**src/mfgb_pkg.sv**
```systemverilog
// Shared types, codes and constants of the monochrome frame store glyph blitter.
`timescale 1ns / 1ps

package mfgb_pkg;

  localparam int FRAME_BYTES_DEF = 65536;

  // Glyph coordinates span -255 .. 1278, so 12 bits two's complement.
  localparam int COORD_W   = 12;
  // Byte index before the store bound check: 11-bit row times 8-bit pitch plus column byte.
  localparam int IDX_W     = 20;
  localparam int CFG_IDX_W = 4;
  localparam int DIM_W     = 11;

  localparam logic [2:0] OP_SET_PIXEL  = 3'd0;
  localparam logic [2:0] OP_FILL       = 3'd1;
  localparam logic [2:0] OP_START      = 3'd2;
  localparam logic [2:0] OP_GLYPH_BYTE = 3'd3;
  localparam logic [2:0] OP_READ       = 3'd4;

  localparam logic [1:0] ORIENT_NORMAL  = 2'd0;
  localparam logic [1:0] ORIENT_ROT_DEC = 2'd1;
  localparam logic [1:0] ORIENT_ROT_INC = 2'd2;

  localparam logic [CFG_IDX_W-1:0] REG_FRAME_WIDTH  = 4'd0;
  localparam logic [CFG_IDX_W-1:0] REG_FRAME_HEIGHT = 4'd1;

  localparam logic [DIM_W-1:0] FRAME_WIDTH_RST  = 11'd800;
  localparam logic [DIM_W-1:0] FRAME_HEIGHT_RST = 11'd480;

  localparam logic [7:0] BYTE_WHITE = 8'hFF;
  localparam logic [7:0] BYTE_BLACK = 8'h00;
  localparam logic [7:0] MSB_MASK   = 8'h80;
  localparam logic [2:0] LAST_BIT   = 3'd7;

  typedef struct packed {
    logic [2:0]  operation;
    logic [9:0]  pos_x;
    logic [9:0]  pos_y;
    logic        color;
    logic [7:0]  glyph_width;
    logic [7:0]  glyph_height;
    logic [1:0]  orientation;
    logic [7:0]  glyph_bits;
    logic [15:0] address;
  } in_item_t;

  typedef struct packed {
    logic [7:0] read_data;
    logic       out_of_range;
  } out_item_t;

  typedef struct packed {
    logic [CFG_IDX_W-1:0] index;
    logic [DIM_W-1:0]     value;
  } cfg_write_t;

  typedef struct packed {
    logic             drop;
    logic [IDX_W-1:0] idx;
    logic [7:0]       mask;
  } pix_addr_t;

  typedef enum logic [3:0] {
    ST_IDLE,
    ST_PIX_MUL,
    ST_PIX_IDX,
    ST_PIX_RD,
    ST_PIX_WR,
    ST_FILL_MUL,
    ST_FILL_IDX,
    ST_FILL_CLAMP,
    ST_FILL_RUN,
    ST_RD_BYTE,
    ST_DONE
  } state_t;

endpackage

```
**src/mfgb_pixel_addr.sv**
```systemverilog
// Two-stage pixel address unit: bounds test, row multiply, byte index and bit mask.
`timescale 1ns / 1ps

module mfgb_pixel_addr #(
  parameter int FRAME_BYTES = mfgb_pkg::FRAME_BYTES_DEF
) (
  input  logic                         clk,
  input  logic [mfgb_pkg::COORD_W-1:0] x,
  input  logic [mfgb_pkg::COORD_W-1:0] y,
  input  logic [mfgb_pkg::DIM_W-1:0]   frame_width,
  input  logic [mfgb_pkg::DIM_W-1:0]   frame_height,
  output mfgb_pkg::pix_addr_t          res
);

  localparam int PROD_W = mfgb_pkg::DIM_W + 8;

  logic [7:0]                  row_bytes;
  logic [PROD_W-1:0]           prod_r;
  logic [7:0]                  xbyte_r;
  logic [2:0]                  bit_r;
  logic                        bad_r;
  logic [mfgb_pkg::IDX_W-1:0]  sum;
  mfgb_pkg::pix_addr_t         res_r;

  assign row_bytes = frame_width[10:3];

  // Stage one: the sign bits mark coordinates left of or above the frame.
  always_ff @(posedge clk) begin
    prod_r  <= PROD_W'(y[10:0]) * PROD_W'(row_bytes);
    xbyte_r <= x[10:3];
    bit_r   <= x[2:0];
    bad_r   <= x[11] || y[11] || (x[10:3] >= row_bytes) || (y[10:0] >= frame_height);
  end

  assign sum = mfgb_pkg::IDX_W'(prod_r) + mfgb_pkg::IDX_W'(xbyte_r);

  always_ff @(posedge clk) begin
    res_r.idx  <= sum;
    res_r.drop <= bad_r || (sum >= mfgb_pkg::IDX_W'(FRAME_BYTES));
    res_r.mask <= mfgb_pkg::MSB_MASK >> bit_r;
  end

  assign res = res_r;

endmodule

```
**config.mk**
```make
export PLATFORM = sky130hd
export DESIGN_NAME = mfgb_pixel_addr
export DESIGN_NICKNAME = d
export VERILOG_FILES = /design/src/mfgb_pkg.sv /design/src/mfgb_pixel_addr.sv
export SDC_FILE = /design/constraint.sdc
export NUM_CORES = 1
export LEC_CHECK = 0
export ABC_AREA = 1
export BUFFER_PORTS_ARGS = -buffer_cell sky130_fd_sc_hd__buf_2
export CAP_MARGIN = 5
export CORE_ASPECT_RATIO = 1.2
export CORE_UTILIZATION = 35
export CTS_CLUSTER_SIZE = 24
export DETAILED_ROUTE_END_ITERATION = 6
export SLEW_MARGIN = 20
export SYNTH_ARGS = -nofsm -noshare
export SYNTH_HDL_FRONTEND = slang
export SYNTH_SLANG_ARGS = --single-unit
export TNS_END_PERCENT = 30
```
**constraint.sdc**
```tcl
create_clock -name clk -period 5.8 [get_ports clk]
set_input_delay 1.16 -clock clk [delete_from_list [all_inputs] [get_ports clk]]
set_output_delay 1.16 -clock clk [all_outputs]
set_load 0.01 [all_outputs]
```
==> results.sh <==
export IMPL_outcome="finished, final reports clean"
export IMPL_critical_path_max_stage_delay_ns=0.56
export IMPL_pwr_share_clk_pct=21.5
export IMPL_finalPower_w=0.00245
export IMPL_cap_violations=0
export IMPL_finalSetupTns_ns=0
export IMPL_diodes=0
export IMPL_min_from="xbyte_r[0]"
export IMPL_p_switching_w=0.00103
export IMPL_p_int_w=0.00142
export IMPL_p_leak_nw=3.85
export IMPL_syn_avg_cell_area_sq_um=7.65
export IMPL_synth_fa_ha_area_share_pct=34.8
export IMPL_yosysTopAreaCell="dfxtp_1"
export IMPL_drive_gt1_share_pct=13.6
export IMPL_initial_core_util_pct=36.4
export IMPL_hold_path_depth=1
export IMPL_finalMaxSlewViolations=0
export IMPL_muxShareOfSynthArea_pct=0
export IMPL_synth_seq_cells=60
export IMPL_p_seq_share_pct=25.0
export IMPL_path_buf_inv=4
export IMPL_routedWlPerCell_microns=10.9
export IMPL_netlist_area_leader_share_pct=21.7
export IMPL_ios=76
export IMPL_hpwlAfterDp_mm=9.17
export IMPL_crit_fanout=12
export IMPL_worst_slew_pin_slew_ns=0.326
export IMPL_finalSetupViolCount=0
export IMPL_numCtsBuffers=9
export IMPL_r2r_start="prod_r[0]"
export IMPL_cts_tree="yes"
export IMPL_die_x_microns=117
export IMPL_whs_endpoint="res[8]"
export IMPL_fin_crit_sh_pct=82.0
export IMPL_synth_top_family_by_area="adder cells"
export IMPL_yosysWarnings=0
export IMPL_gp_congestion=0.809
export IMPL_via_count=4354
export IMPL_synthSimpleGateAreaFrac_pct=19.8
export IMPL_worst_setup_path_end_kind="flop"
export IMPL_p_per_area_nw_per_um2=385
export IMPL_grt_pass1_wl_mm=18.8
export IMPL_path_class="in2reg"
export IMPL_cts_htree_levels=3
export IMPL_hold_viol_final=0
export IMPL_routed_wl_mm=10.9
export IMPL_syn_area_sq_um=5530
export IMPL_ys_seq_area_share_pct=21.7
export IMPL_post_cts_repair_setup_buffers=0
export IMPL_grt_max_degree=13
export IMPL_postRouteAntennaNets=0
export IMPL_netlist_top_cells_area="dfxtp_1 22%, fa_1 20%, ha_1 15%, inv_1 14%, nand2_1 12%"
export IMPL_final_min_clock_period_ns=4.76
export IMPL_syn_num_nets=891
export IMPL_swShare_pct=41.9
export IMPL_grt_util_all_layers_pct=14.6
export IMPL_cts_buffer_depth=2
export IMPL_dr_pass1_iters=4
export IMPL_via_per_inst=4.37
export IMPL_first_global_vias=4232
export IMPL_grt_overflow=0
export IMPL_rows=49
export IMPL_synth_compound_area_share_pct=4.52
export IMPL_fmax_ghz=0.210
export IMPL_clk_latency_ns=0.32
export IMPL_antenna_found_initial=0
export IMPL_rrSetupSlack_ns=3.91
export IMPL_syn_to_final_growth_pct=15.3
export IMPL_core_sq_um=15200
export IMPL_ctsResizeCount=0
export IMPL_nNetsFinal=955
export IMPL_root_buffer="clkbuf_16"
export IMPL_drt_iter0_drc=156
export IMPL_reg2regPathDepth=13
export IMPL_remaining_drc_errors=0
export IMPL_synthXorXnorAreaFrac_pct=4.12
export IMPL_port_buffers=72
export IMPL_clock_sinks=60
export IMPL_postCtsHoldBufs=0
export IMPL_reg2reg_to="res[28]"
export IMPL_start_kind="input pin"
export IMPL_ir_drop_uv=193
export IMPL_maxSlewHeadroom_pct=78.1
export IMPL_holdCritPathClass="reg2reg"
export IMPL_cp_data_arrival_time_ns=4.97
export IMPL_syn_inst=723
export IMPL_startpoint="frame_width[7]"
export IMPL_cp_required_ns=6.01
export IMPL_cp_cell_sequence="buf_2 > nand2_1 > fa_1 > inv_1 > fa_1 > fa_1 > inv_1 > fa_1 > inv_1 > ha_1 > a21oi_1 > nor2_1 > nor2_1 > nor3_1 > nor2_1 > nand2_1 > nand2_1 > nand2_1"
export IMPL_synth_cell_types=34
export IMPL_cpMaxStageDelayCell="fa_1"
export IMPL_die_area_sq_um=16300
export IMPL_rsz0062_at_grt="no"
export IMPL_clk_pin_slew_worst_paths_ns=0.05
export IMPL_pwr_share_comb_pct=53.5
export IMPL_path_delay_family="adder cells"
export IMPL_clock_skew_ns=0.00486
export IMPL_fp_dieH_microns=140
## how the worst max path moves through the flow
stage                       to  slack [ns]  cells after the start
global placement    prod_r[17]        0.78                     18
detailed placement  prod_r[17]        0.74                     18
finish              prod_r[17]        1.04                     18
global route        prod_r[17]        0.77                     18
floorplan           prod_r[14]        0.98                     16
CTS                 prod_r[17]        1.08                     18
## cell usage after synthesis (all sizes together)
| cell type | number |
|---|---|
| a21oi | 26 |
| dfxtp | 60 |
| a21o | 2 |
| xnor2 | 9 |
| xor2 | 17 |
| o21a | 2 |
| nor4 | 2 |
| inv | 201 |
| clkbuf | 19 |
| and3 | 1 |
| nand3 | 19 |
| nand4 | 6 |
| nor2 | 24 |
| nand3b | 1 |
| nand2 | 183 |
| or2 | 2 |
| o21bai | 1 |
| a31oi | 3 |
| a21boi | 1 |
| o21ai | 9 |
| fa | 55 |
| nor3 | 14 |
| ha | 66 |
## metrics by stage
step           hold WS [ns]  cell area (sq um)  util, %  worst slack, ns  cells
2_1_floorplan         0.420               5530        -            0.980    723
3_3_place_gp          0.431               6070     39.9            0.783    980
3_5_place_dp          0.435               6070     39.9            0.739    980
4_1_cts               0.447               6380     41.9             1.08    996
5_1_grt               0.467               6380     41.9            0.766    996
6_report              0.442               6380     41.9             1.04    996
## final cells by class
| class | count | area (sq um) |
|---|---|---|
| inverters | 201 | 754 |
| repair buffers | 72 | 360 |
| clock inverters | 3 | 45.0 |
| fillers | 1640 | 8830 |
| clock buffers | 13 | 260 |
| well taps | 204 | 255 |
| multi-input cells | 443 | 3500 |
| flip-flops and latches | 60 | 1200 |
## power by group through the flow
| stage | combinational (W) | sequential [W] | clock (W) |
|---|---|---|---|
| detailed placement | 0.00133 | 0.000624 | 0 |
| global route | 0.00153 | 0.000630 | 0.000557 |
| floorplan | 0.000981 | 0.000650 | 0 |
| global placement | 0.00130 | 0.000623 | 0 |
| CTS | 0.00133 | 0.000616 | 0.000539 |
| finish | 0.00131 | 0.000614 | 0.000527 |
## worst reg2reg max path: cells and delay by family (launching register included)
kind / cells / cell delay (ns)
flip-flops: 1 / 0.31
buffers and inverters: 2 / 0.15
AND/OR/NAND/NOR: 9 / 0.72
adder cells (fa/ha/maj): 2 / 0.60
## metal layers
metal  track usage (%)  vias up  wire [microns]
met1              18.2     1984            5130
met4              5.93        0             253
li1                  -     2254               -
met2              24.6       96            5090
met3              2.35       20             404
met5                 0        -               0
## cell usage in the layout (no fill, tap or decap), types with 7 or more instances in the layout
cell type and n:
buf_2 72, nor2_1 20, nand3_1 15, xnor2_1 9
o21ai_0 8, dfxtp_1 60, xor2_1 17, nand2_1 175
nor3_1 12, inv_1 201, clkbuf_16 9, nand2_2 7
fa_1 55, a21oi_1 24, ha_1 66
## state kept, by name, summed over array words and instances (netlist names)
register,count
res,29
prod_r,19
xbyte_r,8
bit_r,3
bad_r,1
## cells by family after synthesis
kind of cell,after synthesis
buf+inv,220
xor+xnor,26
fa+ha+maj,121
simple gates,252
compound gates,44
flops,60
(Power assumes the default switching activity.)
